`src/hw/rtl/sdtt_pkg.sv`:
```
// Package for the sleep deadline timer table.
// Holds opcodes, result kinds, register indexes and the controller/datapath structs.
// No dependencies.
package sdtt_pkg;

    localparam int PeriodW = 48;
    localparam int TimeW   = 64;
    localparam int ClientW = 8;

    localparam logic [PeriodW-1:0] RESET_PERIOD = 48'd54925000;

    localparam logic [1:0] OP_OVERFLOW = 2'd0;
    localparam logic [1:0] OP_TICK     = 2'd1;
    localparam logic [1:0] OP_SLEEP    = 2'd2;
    localparam logic [1:0] OP_NONE     = 2'd3;

    localparam logic [1:0] KIND_TIME   = 2'd0;
    localparam logic [1:0] KIND_WAKE   = 2'd1;
    localparam logic [1:0] KIND_ACCEPT = 2'd2;
    localparam logic [1:0] KIND_REJECT = 2'd3;

    localparam logic REG_PERIOD = 1'b0;
    localparam logic REG_DOWN   = 1'b1;

    typedef struct packed {
        logic load;
        logic step_base;
        logic scan_init;
        logic calc_now;
        logic sleep;
        logic scan_issue;
        logic report;
    } ctl_cmd_t;

    typedef struct packed {
        logic [1:0] op;
        logic       can_issue;
        logic       pipe_empty;
    } dp_status_t;

endpackage

```
`src/hw/rtl/sdtt_ctrl.sv`:
```
// Controller state machine for the sleep deadline timer table.
// Depends on sdtt_pkg for the command and status structs.
module sdtt_ctrl
    import sdtt_pkg::*;
(
    input  logic       clk,
    input  logic       rst_n,
    input  logic       start,
    input  logic [1:0] opcode,
    input  dp_status_t status,
    output ctl_cmd_t   cmd,
    output logic       busy
);

    localparam logic [2:0] ST_IDLE   = 3'd0;
    localparam logic [2:0] ST_PART   = 3'd1;
    localparam logic [2:0] ST_NOW    = 3'd2;
    localparam logic [2:0] ST_SLEEP  = 3'd3;
    localparam logic [2:0] ST_SCAN   = 3'd4;
    localparam logic [2:0] ST_REPORT = 3'd5;

    logic [2:0] state_reg;
    logic [2:0] state_next;

    always_comb
    begin
        cmd        = '0;
        state_next = state_reg;
        unique case (state_reg)
            ST_IDLE:
            begin
                // An unused opcode is taken and dropped without any result.
                if (start && (opcode != OP_NONE))
                begin
                    cmd.load   = 1'b1;
                    state_next = ST_PART;
                end
            end
            ST_PART:
            begin
                cmd.step_base = 1'b1;
                cmd.scan_init = 1'b1;
                state_next    = ST_NOW;
            end
            ST_NOW:
            begin
                cmd.calc_now = 1'b1;
                state_next   = (status.op == OP_SLEEP) ? ST_SLEEP : ST_SCAN;
            end
            ST_SLEEP:
            begin
                cmd.sleep  = 1'b1;
                state_next = ST_IDLE;
            end
            ST_SCAN:
            begin
                if (status.can_issue)
                begin
                    cmd.scan_issue = 1'b1;
                end
                else if (status.pipe_empty)
                begin
                    state_next = ST_REPORT;
                end
            end
            ST_REPORT:
            begin
                cmd.report = 1'b1;
                state_next = ST_IDLE;
            end
            default:
            begin
                state_next = ST_IDLE;
            end
        endcase
    end

    always_ff @(posedge clk or negedge rst_n)
    begin
        if (!rst_n)
        begin
            state_reg <= ST_IDLE;
        end
        else
        begin
            state_reg <= state_next;
        end
    end

    assign busy = (state_reg != ST_IDLE);

endmodule

```
`src/hw/rtl/sdtt_dpath.sv`:
```
// Datapath for the sleep deadline timer table: time base, waiter memory,
// compacting scan and result registers. Depends on sdtt_pkg.
module sdtt_dpath
    import sdtt_pkg::*;
#(
    parameter int MAX_WAITERS = 16
)
(
    input  logic               clk,
    input  logic               rst_n,
    input  ctl_cmd_t           cmd,
    output dp_status_t         status,
    input  logic               wr_en,
    input  logic               wr_index,
    input  logic [PeriodW-1:0] wr_data,
    input  logic [1:0]         opcode,
    input  logic [PeriodW-1:0] raw_count,
    input  logic [ClientW-1:0] client_id,
    input  logic [PeriodW-1:0] wait_time,
    output logic               strobe,
    output logic [1:0]         kind,
    output logic [ClientW-1:0] woken_client,
    output logic [TimeW-1:0]   now_time,
    output logic               last
);

    localparam int CntW = $clog2(MAX_WAITERS + 1);
    localparam int IdxW = (MAX_WAITERS > 1) ? $clog2(MAX_WAITERS) : 1;
    localparam logic [CntW-1:0] CntMax = CntW'(MAX_WAITERS);

    logic [PeriodW-1:0] period_reg;
    logic               down_reg;
    logic [TimeW-1:0]   time_base_reg;
    logic [CntW-1:0]    count_reg;

    logic [1:0]         op_reg;
    logic [PeriodW-1:0] raw_reg;
    logic [ClientW-1:0] client_reg;
    logic [PeriodW-1:0] wait_reg;
    logic [PeriodW-1:0] part_reg;
    logic [TimeW-1:0]   now_reg;

    logic [CntW-1:0]    rd_ptr_reg;
    logic [CntW-1:0]    keep_reg;
    logic               q_valid_reg;
    logic [TimeW-1:0]   dl_q_reg;
    logic [ClientW-1:0] own_q_reg;

    logic [TimeW-1:0]   dl_mem [MAX_WAITERS];
    logic [ClientW-1:0] own_mem [MAX_WAITERS];

    logic [PeriodW-1:0] clamped;
    logic               full;
    logic               expired;

    logic               strobe_reg;
    logic [1:0]         kind_reg;
    logic [ClientW-1:0] client_out_reg;
    logic [TimeW-1:0]   now_out_reg;
    logic               last_reg;

    assign clamped = (raw_reg > period_reg) ? period_reg : raw_reg;
    assign full    = (count_reg >= CntMax);
    assign expired = (dl_q_reg <= now_reg);

    assign status.op         = op_reg;
    assign status.can_issue  = (rd_ptr_reg < count_reg);
    assign status.pipe_empty = !q_valid_reg;

    // Configuration, time base, table fill count and scan pointers.
    always_ff @(posedge clk or negedge rst_n)
    begin
        if (!rst_n)
        begin
            period_reg    <= RESET_PERIOD;
            down_reg      <= 1'b0;
            time_base_reg <= '0;
            count_reg     <= '0;
            rd_ptr_reg    <= '0;
            keep_reg      <= '0;
            q_valid_reg   <= 1'b0;
        end
        else
        begin
            if (wr_en)
            begin
                if (wr_index == REG_PERIOD)
                begin
                    period_reg <= wr_data;
                end
                else if (wr_index == REG_DOWN)
                begin
                    down_reg <= wr_data[0];
                end
            end
            if (cmd.step_base && (op_reg == OP_OVERFLOW))
            begin
                time_base_reg <= time_base_reg + {{(TimeW - PeriodW){1'b0}}, period_reg};
            end
            if (cmd.sleep && !full)
            begin
                count_reg <= count_reg + 1'b1;
            end
            if (cmd.report)
            begin
                count_reg <= keep_reg;
            end
            if (cmd.scan_init)
            begin
                rd_ptr_reg <= '0;
                keep_reg   <= '0;
            end
            else
            begin
                if (cmd.scan_issue)
                begin
                    rd_ptr_reg <= rd_ptr_reg + 1'b1;
                end
                if (q_valid_reg && !expired)
                begin
                    keep_reg <= keep_reg + 1'b1;
                end
            end
            q_valid_reg <= cmd.scan_issue;
        end
    end

    // Item registers and the time arithmetic, one step a cycle.
    always_ff @(posedge clk)
    begin
        if (cmd.load)
        begin
            op_reg     <= opcode;
            raw_reg    <= raw_count;
            client_reg <= client_id;
            wait_reg   <= wait_time;
        end
        if (cmd.step_base)
        begin
            part_reg <= down_reg ? (period_reg - clamped) : raw_reg;
        end
        if (cmd.calc_now)
        begin
            now_reg <= time_base_reg + {{(TimeW - PeriodW){1'b0}}, part_reg};
        end
    end

    // Waiter memory. The compaction write index never reaches the read index,
    // so a kept entry never overwrites one that is still to be read.
    always_ff @(posedge clk)
    begin
        if (cmd.sleep && !full)
        begin
            dl_mem[count_reg[IdxW-1:0]]  <= now_reg + {{(TimeW - PeriodW){1'b0}}, wait_reg};
            own_mem[count_reg[IdxW-1:0]] <= client_reg;
        end
        else if (q_valid_reg && !expired)
        begin
            dl_mem[keep_reg[IdxW-1:0]]  <= dl_q_reg;
            own_mem[keep_reg[IdxW-1:0]] <= own_q_reg;
        end
        if (cmd.scan_issue)
        begin
            dl_q_reg  <= dl_mem[rd_ptr_reg[IdxW-1:0]];
            own_q_reg <= own_mem[rd_ptr_reg[IdxW-1:0]];
        end
    end

    // Result register.
    always_ff @(posedge clk or negedge rst_n)
    begin
        if (!rst_n)
        begin
            strobe_reg <= 1'b0;
        end
        else
        begin
            strobe_reg <= cmd.report || cmd.sleep || (q_valid_reg && expired);
        end
    end

    always_ff @(posedge clk)
    begin
        now_out_reg <= now_reg;
        if (cmd.report)
        begin
            kind_reg       <= KIND_TIME;
            client_out_reg <= '0;
            last_reg       <= 1'b1;
        end
        else if (cmd.sleep)
        begin
            kind_reg       <= full ? KIND_REJECT : KIND_ACCEPT;
            client_out_reg <= client_reg;
            last_reg       <= 1'b1;
        end
        else
        begin
            kind_reg       <= KIND_WAKE;
            client_out_reg <= own_q_reg;
            last_reg       <= 1'b0;
        end
    end

    assign strobe       = strobe_reg;
    assign kind         = kind_reg;
    assign woken_client = client_out_reg;
    assign now_time     = now_out_reg;
    assign last         = last_reg;

endmodule

```
`src/hw/rtl/sleep_deadline_timer_table_top.sv`:
```
// Sleep deadline timer table, top level.
// A command is transferred at a rising edge with start high and busy low;
// it carries opcode, raw_count, client_id and wait_time. Opcode 3 is taken
// and dropped. Results leave one per cycle on kind, woken_client, now_time
// and last, each valid for the single cycle that strobe is high; the
// receiver cannot stall them, and last marks the final result of a command.
// Configuration writes (wr_en, wr_index, wr_data) take effect at once and
// belong only to idle periods: index 0 is the overflow period, index 1 the
// count-down flag.
// A sleep request gives its single result from the SLEEP state, after the
// PART and NOW steps. An overflow or tick event walks the N stored waiters
// through the memory read port, one entry a cycle, giving a wake result for
// each expired waiter; the time report comes last. busy stays high through
// the scan, so no new command is taken before it ends and the scan over the
// memory port sets the rate.
// Reset clears the time base, empties the table and restores the default
// period and an up-counting timer; no clearing pass is needed.
// Depends on sdtt_pkg, sdtt_ctrl and sdtt_dpath.
module sleep_deadline_timer_table_top
    import sdtt_pkg::*;
#(
    parameter int MAX_WAITERS = 16
)
(
    input  logic               clk,
    input  logic               rst_n,
    input  logic               start,
    output logic               busy,
    input  logic [1:0]         opcode,
    input  logic [PeriodW-1:0] raw_count,
    input  logic [ClientW-1:0] client_id,
    input  logic [PeriodW-1:0] wait_time,
    input  logic               wr_en,
    input  logic               wr_index,
    input  logic [PeriodW-1:0] wr_data,
    output logic               strobe,
    output logic [1:0]         kind,
    output logic [ClientW-1:0] woken_client,
    output logic [TimeW-1:0]   now_time,
    output logic               last
);

    ctl_cmd_t   cmd;
    dp_status_t status;

    sdtt_ctrl u_ctrl (
        .clk    (clk),
        .rst_n  (rst_n),
        .start  (start),
        .opcode (opcode),
        .status (status),
        .cmd    (cmd),
        .busy   (busy)
    );

    sdtt_dpath #(
        .MAX_WAITERS (MAX_WAITERS)
    ) u_dpath (
        .clk          (clk),
        .rst_n        (rst_n),
        .cmd          (cmd),
        .status       (status),
        .wr_en        (wr_en),
        .wr_index     (wr_index),
        .wr_data      (wr_data),
        .opcode       (opcode),
        .raw_count    (raw_count),
        .client_id    (client_id),
        .wait_time    (wait_time),
        .strobe       (strobe),
        .kind         (kind),
        .woken_client (woken_client),
        .now_time     (now_time),
        .last         (last)
    );

endmodule

```
`config.mk`:
```
export PLATFORM = sky130hd
export DESIGN_NAME = sleep_deadline_timer_table_top
export DESIGN_NICKNAME = d
export VERILOG_FILES = /design/src/hw/rtl/sdtt_pkg.sv /design/src/hw/rtl/sdtt_ctrl.sv /design/src/hw/rtl/sdtt_dpath.sv /design/src/hw/rtl/sleep_deadline_timer_table_top.sv
export SDC_FILE = /design/constraint.sdc
export NUM_CORES = 2
export LEC_CHECK = 0
export ABC_CLOCK_PERIOD_IN_PS = 24200
export BUFFER_PORTS_ARGS = -buffer_cell sky130_fd_sc_hd__buf_2
export CORE_ASPECT_RATIO = 1.25
export CORE_MARGIN = 1
export CORE_UTILIZATION = 45
export CTS_CLUSTER_DIAMETER = 100
export DETAILED_ROUTE_END_ITERATION = 12
export GPL_ROUTABILITY_DRIVEN = 0
export PLACE_DENSITY = 0.59
export SLEW_MARGIN = 20
export SYNTH_ARGS = -nofsm -noshare
export SYNTH_HDL_FRONTEND = slang
export SYNTH_SLANG_ARGS = --single-unit
```
`constraint.sdc`:
```
create_clock -name clk -period 24.2 [get_ports clk]
set_input_delay 1.21 -clock clk [delete_from_list [all_inputs] [get_ports clk]]
set_output_delay 1.21 -clock clk [all_outputs]
set_load 0.02 [all_outputs]
```
# Yosys cells after proc, flatten, opt, wreduce, memory -nomap -nowiden
# Memories as Yosys holds them, arrays and structs flattened. A register that Yosys moved wholly into a read port is not among the register bits.
# Index checks and enable logic that the tools add are counted.
# totals
ff_bits	426
ramBits	1152
inputBits	159
memories	2
# memory_table
name	depth	word_bits	rd	rd_ports_with_merged_regs	write_ports	line	source
u_dpath.dl_mem	16	64	1	1	1	sdtt_dpath.sv:49	logic [TimeW-1:0] dl_mem [MAX_WAITERS];
u_dpath.own_mem	16	8	1	1	1	sdtt_dpath.sv:50	logic [ClientW-1:0] own_mem [MAX_WAITERS];
# classes
n_addsub	7
magnitude_cmp	4
eq_ne	10
n_mux	36
bitwise	2
reduce_logical	21
# ops
op	n
$add A64 B48 Y64	3
$mux W48	2
$le A64 B64 Y1	1
$mux W64	1
$reduce_or A64 Y1	1
$gt A48 B48 Y1	1
$sub A48 B48 Y48	1
$mux W5	6
$mux W1	17
$mux W8	2
$add A5 B1 Y5 const B	3
$mux W3	4
$pmux W3 S4	1
$mux W4	2
$reduce_or A8 Y1	1
$eq A3 B2 Y1 const B	2
$eq A3 B3 Y1 const B	2
$ne A2 B2 Y1 const B	3
$reduce_bool A2 Y1	3
$ge A5 B5 Y1 const B	1
$logic_and A1 B1 Y1	5
$lt A5 B5 Y1	1
$reduce_and A2 Y1	2
$eq A3 B1 Y1 const B	1
other kinds (11)	14

# Logic depth before layout (Yosys ltp)
# logic_depth
word_depth	8
mapped_depth	26

# Hierarchy
# From an unflattened synthesis, not the netlist that was laid out.
# unflattened
cells_unflattened	4697
hier_area_um2	74031.0
# modules_own_cells
mod	n_inst	cells_each	area_per_inst_um2	seq_area_each_um2
sdtt_dpath	1	4671	73800.8	48069.9
sdtt_ctrl	1	26	230.2	75.1

# Worst setup path before layout
# Ideal clock, no wire load.
# synth_path
path_kind	register to register
from	register u_dpath.count_reg[1]
to	register u_dpath.rd_ptr_reg[3]
t_arrival_ns	7.694
setup_slack_ns	16.349
path_stages_with_launch	11
cell_sequence	dfrtp_1 > inv_1 > ha_1 > a21oi_1 > nor2b_1 > o21ai_0 > nand2b_1 > a211oi_1 > nand4_1 > xor2_1 > nor2_1
# synth_lines
item	line	source
from (decl)	sdtt_dpath.sv:34	logic [CntW-1:0] count_reg;
from (signal assigned)	sdtt_dpath.sv:102	count_reg <= count_reg + 1'b1;
from (signal assigned)	sdtt_dpath.sv:106	count_reg <= keep_reg;
to (signal assigned)	sdtt_dpath.sv:117	rd_ptr_reg <= rd_ptr_reg + 1'b1;
to (decl)	sdtt_dpath.sv:43	logic [CntW-1:0] rd_ptr_reg;

# Worst setup path in the final report
# layout_path
from	register u_dpath.raw_reg[47]
to	register u_dpath.part_reg[38] (data pin)
# layout_via
elab_chain_len	4
# layout_lines
item	line	source
from (decl)	sdtt_dpath.sv:37	logic [PeriodW-1:0] raw_reg;
from (signal assigned)	sdtt_dpath.sv:134	raw_reg <= raw_count;
$gt A48 B48 Y1	sdtt_dpath.sv:62	assign clamped = (raw_reg > period_reg) ? period_reg : raw_reg;
$mux W48	sdtt_dpath.sv:62	
$sub A48 B48 Y48	sdtt_dpath.sv:140	part_reg <= down_reg ? (period_reg - clamped) : raw_reg;
$mux W48	sdtt_dpath.sv:140	
to (signal assigned)	sdtt_dpath.sv:140	
to (decl)	sdtt_dpath.sv:40	logic [PeriodW-1:0] part_reg;
# Every way passes these cells.
# A chain may end at the register's enable or synchronous reset.

==> out/summary.md <==
### Run status
- outcome: finished clean

### Clock network
- CTS resizes: 0
- number of setup buffers added after CTS: 0
- CTS Buffer Depth: 3
- master cell of the clock root buffer: sky130_fd_sc_hd__clkbuf_16
- clock latency on the worst-skew pair: 810 ps
- quantity of hold-fixing buffers added after cts: 0
- register clock-pin slew on the reported worst setup and hold paths: 60 ps
- number of CTS-inserted buffers: 166
- H-tree depth: 4
- TritonCTS clock tree: done
- sink count of the clock tree: 1650

### Timing
- unrepaired setup endpoints after global routing: false
- transition time at the pin with the least slew margin: 1110 ps
- number of hold-slack violations in the final timing report: 0
- Rel. slew slack: 26.0%
- shortest period the worst path allows: 6970 ps
- largest clock skew in the final design: 31.3 ps
- setup violation total in the final timing report: 0
- Setup TNS Final: 0 ps
- final clock period utilization by the worst path: 28.8%
- number of max-slew violations in the final report: 0
- setup ws final: 17230 ps
- fmax: 143 MHz

### Finish
- cell area after layout: 0.0836 mm²
- max FFs per register: 1024
- layout-stage area growth over the synthesis result: 12.3%
- fraction of layout instances using a drive strength above 1: 19.8%
- most used cells in the layout excluding fill and tap cells: sky130_fd_sc_hd__edfxtp_1 (1442), sky130_fd_sc_hd__mux4_2 (360), sky130_fd_sc_hd__ha_1 (310)
- Final Util: 51.0%
- number of filler instances in the final layout: 13717
- total number of nets in the final design: 5504
- leading cell type in the layout, fill and taps excluded: sky130_fd_sc_hd__edfxtp_1

### Critical path
- data arrival at the endpoint of the critical path: 7520 ps
- start point of the critical path: u_dpath.raw_reg[47]
- worst setup path end: u_dpath.part_reg[38]
- Reg-to-Reg Start: u_dpath.raw_reg[47]
- r2r worst-path depth: 21
- type of element capturing the critical path: register
- critical path peak fanout: 21
- class of the most critical setup path: register to register
- required time at the endpoint of the critical path: 24750 ps
- worst reg2reg setup slack: 17230 ps
- critical path startpoint category: register
- RR Endpoint: u_dpath.part_reg[38]

### Detailed routing
- number of detailed-route iterations in the first pass: 5
- via density per instance: 5.77
- via total after detailed routing: 42436
- DRT Wirelength: 189 mm
- wire per inst: 25.7 µm
- ANT nets after route: 0
- 1st-iter DRT viols: 3779
- detailed-route DRC error count: 0

### GRT
- global router's overall resource usage: 22.6%
- grt peak-use layer: met2
- via count of the first global-routing pass: 42900
- global route total overflow: 0
- GR Util met3: 5.13%
- GR Layer Usage met2: 36.5%
- initial antenna violation count: 8
- global-route wire length before repair: 278 mm
- GR Util met1: 30.9%
- largest net degree at the start of global routing: 112

### Placement
- placed inst area: 0.0782 mm²
- port bufs: 235
- post-placement worst setup slack: 17100 ps
- dpl hpwl: 117 mm

### Power
- VDD IR max: 0.0730 mV
- areal power density over the cells: 121 mW/mm²
- cell leakage power: 29.9 nW

### Synthesis
- gate count of the mapped netlist: 4768
- Unique masters post-synth: 97
- count of flip-flops with a built-in enable after synthesis: 1442
- net count of the mapped netlist: 5241
- post-synth design cell area: 0.0745 mm²
- synthesized area per cell: 15.6 µm²
- total of flip-flops plus latches after synthesis: 1650
- share of flip-flops with an asynchronous set or reset after synthesis: 8.06%
- primary flip-flop cell chosen by synthesis mapping: sky130_fd_sc_hd__edfxtp_1
- number of warning messages in the yosys log: 0
- sequential cell area fraction in the yosys report: 64.6%

### Die
- IO Count: 236
- total die area: 0.167 mm²
- effective utilization at floorplan: 45.4%
- width of the chip: 366 µm
- Chip Height: 457 µm
- Core ar.: 0.164 mm²
- count of standard-cell rows: 166

### Job
- number of max-capacitance violations reported: 0

### Min path
- worst min path class: primary input to async pin

[cell type report]
cell class                      count  area (µm²)  area share [%]
Clock buffer                      221        4550            5.44
Inverter                          184         696           0.832
Antenna cell                        3        7.51         0.00898
Timing Repair Buffer              288        1630            1.94
Sequential cell                  1650       48200            57.6
Clock inverter                     84         781           0.934
Tap cell                         2184        2730            3.27
Multi-Input combinational cell   2741       25100            30.0
[metrics by stage]
stage	instances	hold slack (ps)	total power, mW
after global placement	7046	386	7.63
after global routing	7353	300	10.7
after CTS	7352	269	10.2
after detailed placement	7047	396	7.66
after floorplan	4768	348	6.46
final	7355	326	10.2
[synth_stat cells, drive strengths merged (55+ instances only)]
| cell | number | area share (%) |
|---|---|---|
| clkbuf | 146 | 0.74 |
| edfxtp | 1442 | 58 |
| nor2 | 189 | 0.95 |
| o21ai | 208 | 1.4 |
| a21oi | 285 | 1.9 |
| a21o | 153 | 1.5 |
| ha | 310 | 5.2 |
| dfxtp | 75 | 2.0 |
| nand3 | 59 | 0.41 |
| inv | 184 | 0.93 |
| mux4 | 360 | 11 |
| nand4 | 59 | 0.50 |
| nand2 | 300 | 1.5 |
| dfrtp | 122 | 4.1 |
| xor2 | 91 | 1.1 |
| xnor2 | 127 | 1.5 |
| mux2 | 55 | 0.84 |
[power breakdown]
part | leakage (nW) | total, mW | switching (mW) | internal, mW
logic | 11.9 | 3.40 | 2.21 | 1.19
clock network | 2.62 | 2.54 | 1.10 | 1.44
registers | 15.3 | 4.21 | 0.219 | 3.99
total | 29.9 | 10.2 | 3.53 | 6.63
[critical path, cell delays in order (launching register included)]
cell and delay (ps):
sky130_fd_sc_hd__edfxtp_1 450, sky130_fd_sc_hd__ha_1 340, sky130_fd_sc_hd__nand4_1 180, sky130_fd_sc_hd__nor3_1 670, sky130_fd_sc_hd__nand4_1 160, sky130_fd_sc_hd__nor4_1 730, sky130_fd_sc_hd__a41oi_1 230, sky130_fd_sc_hd__a21o_2 480
sky130_fd_sc_hd__nand2_1 140, sky130_fd_sc_hd__o21ai_0 90, sky130_fd_sc_hd__ha_1 240, sky130_fd_sc_hd__fa_1 410, sky130_fd_sc_hd__nand2b_1 160, sky130_fd_sc_hd__a21oi_1 290, sky130_fd_sc_hd__a21o_1 260, sky130_fd_sc_hd__nand4_1 150
sky130_fd_sc_hd__a21oi_1 380, sky130_fd_sc_hd__o211ai_1 190, sky130_fd_sc_hd__a211oi_1 630, sky130_fd_sc_hd__nor2_1 110, sky130_fd_sc_hd__xnor2_1 150, sky130_fd_sc_hd__mux2_2 270
[per-layer routing]
metal / vias to the layer above / wire length, µm
met5: - / 13
met4: 2 / 4450
met3: 251 / 13900
met1: 21564 / 80300
met2: 1367 / 90000
li1: 19252 / -
[worst min path at each step]
stage                              from                   endpoint  slack [ps]
finish                            rst_n  u_dpath.time_base_reg[54]         330
global route                      rst_n     u_dpath.period_reg[46]         300
CTS                               rst_n     u_dpath.period_reg[39]         270
detailed placement  u_dpath.now_reg[42]       u_dpath.now_time[42]         400
global placement     u_dpath.now_reg[3]        u_dpath.now_time[3]         390
floorplan           u_dpath.now_reg[63]       u_dpath.now_time[63]         350
[logic make-up (layout without fill, tap and decap cells)]
logic type | after synthesis | count (layout) | share of synthesized area [%]
AOI/OAI and AO/OA | 912 | 912 | 7.86
xor gates and xnor gates | 218 | 218 | 2.56
adders and majority gates | 314 | 314 | 5.32
buffers and inverters | 377 | 777 | 1.97
DFF | 1650 | 1650 | 64.6
muxes | 468 | 468 | 12.4
other | 0 | 3 | 0
and+or+nand+nor | 829 | 829 | 5.21
Power figures use the tool's default switching activity.
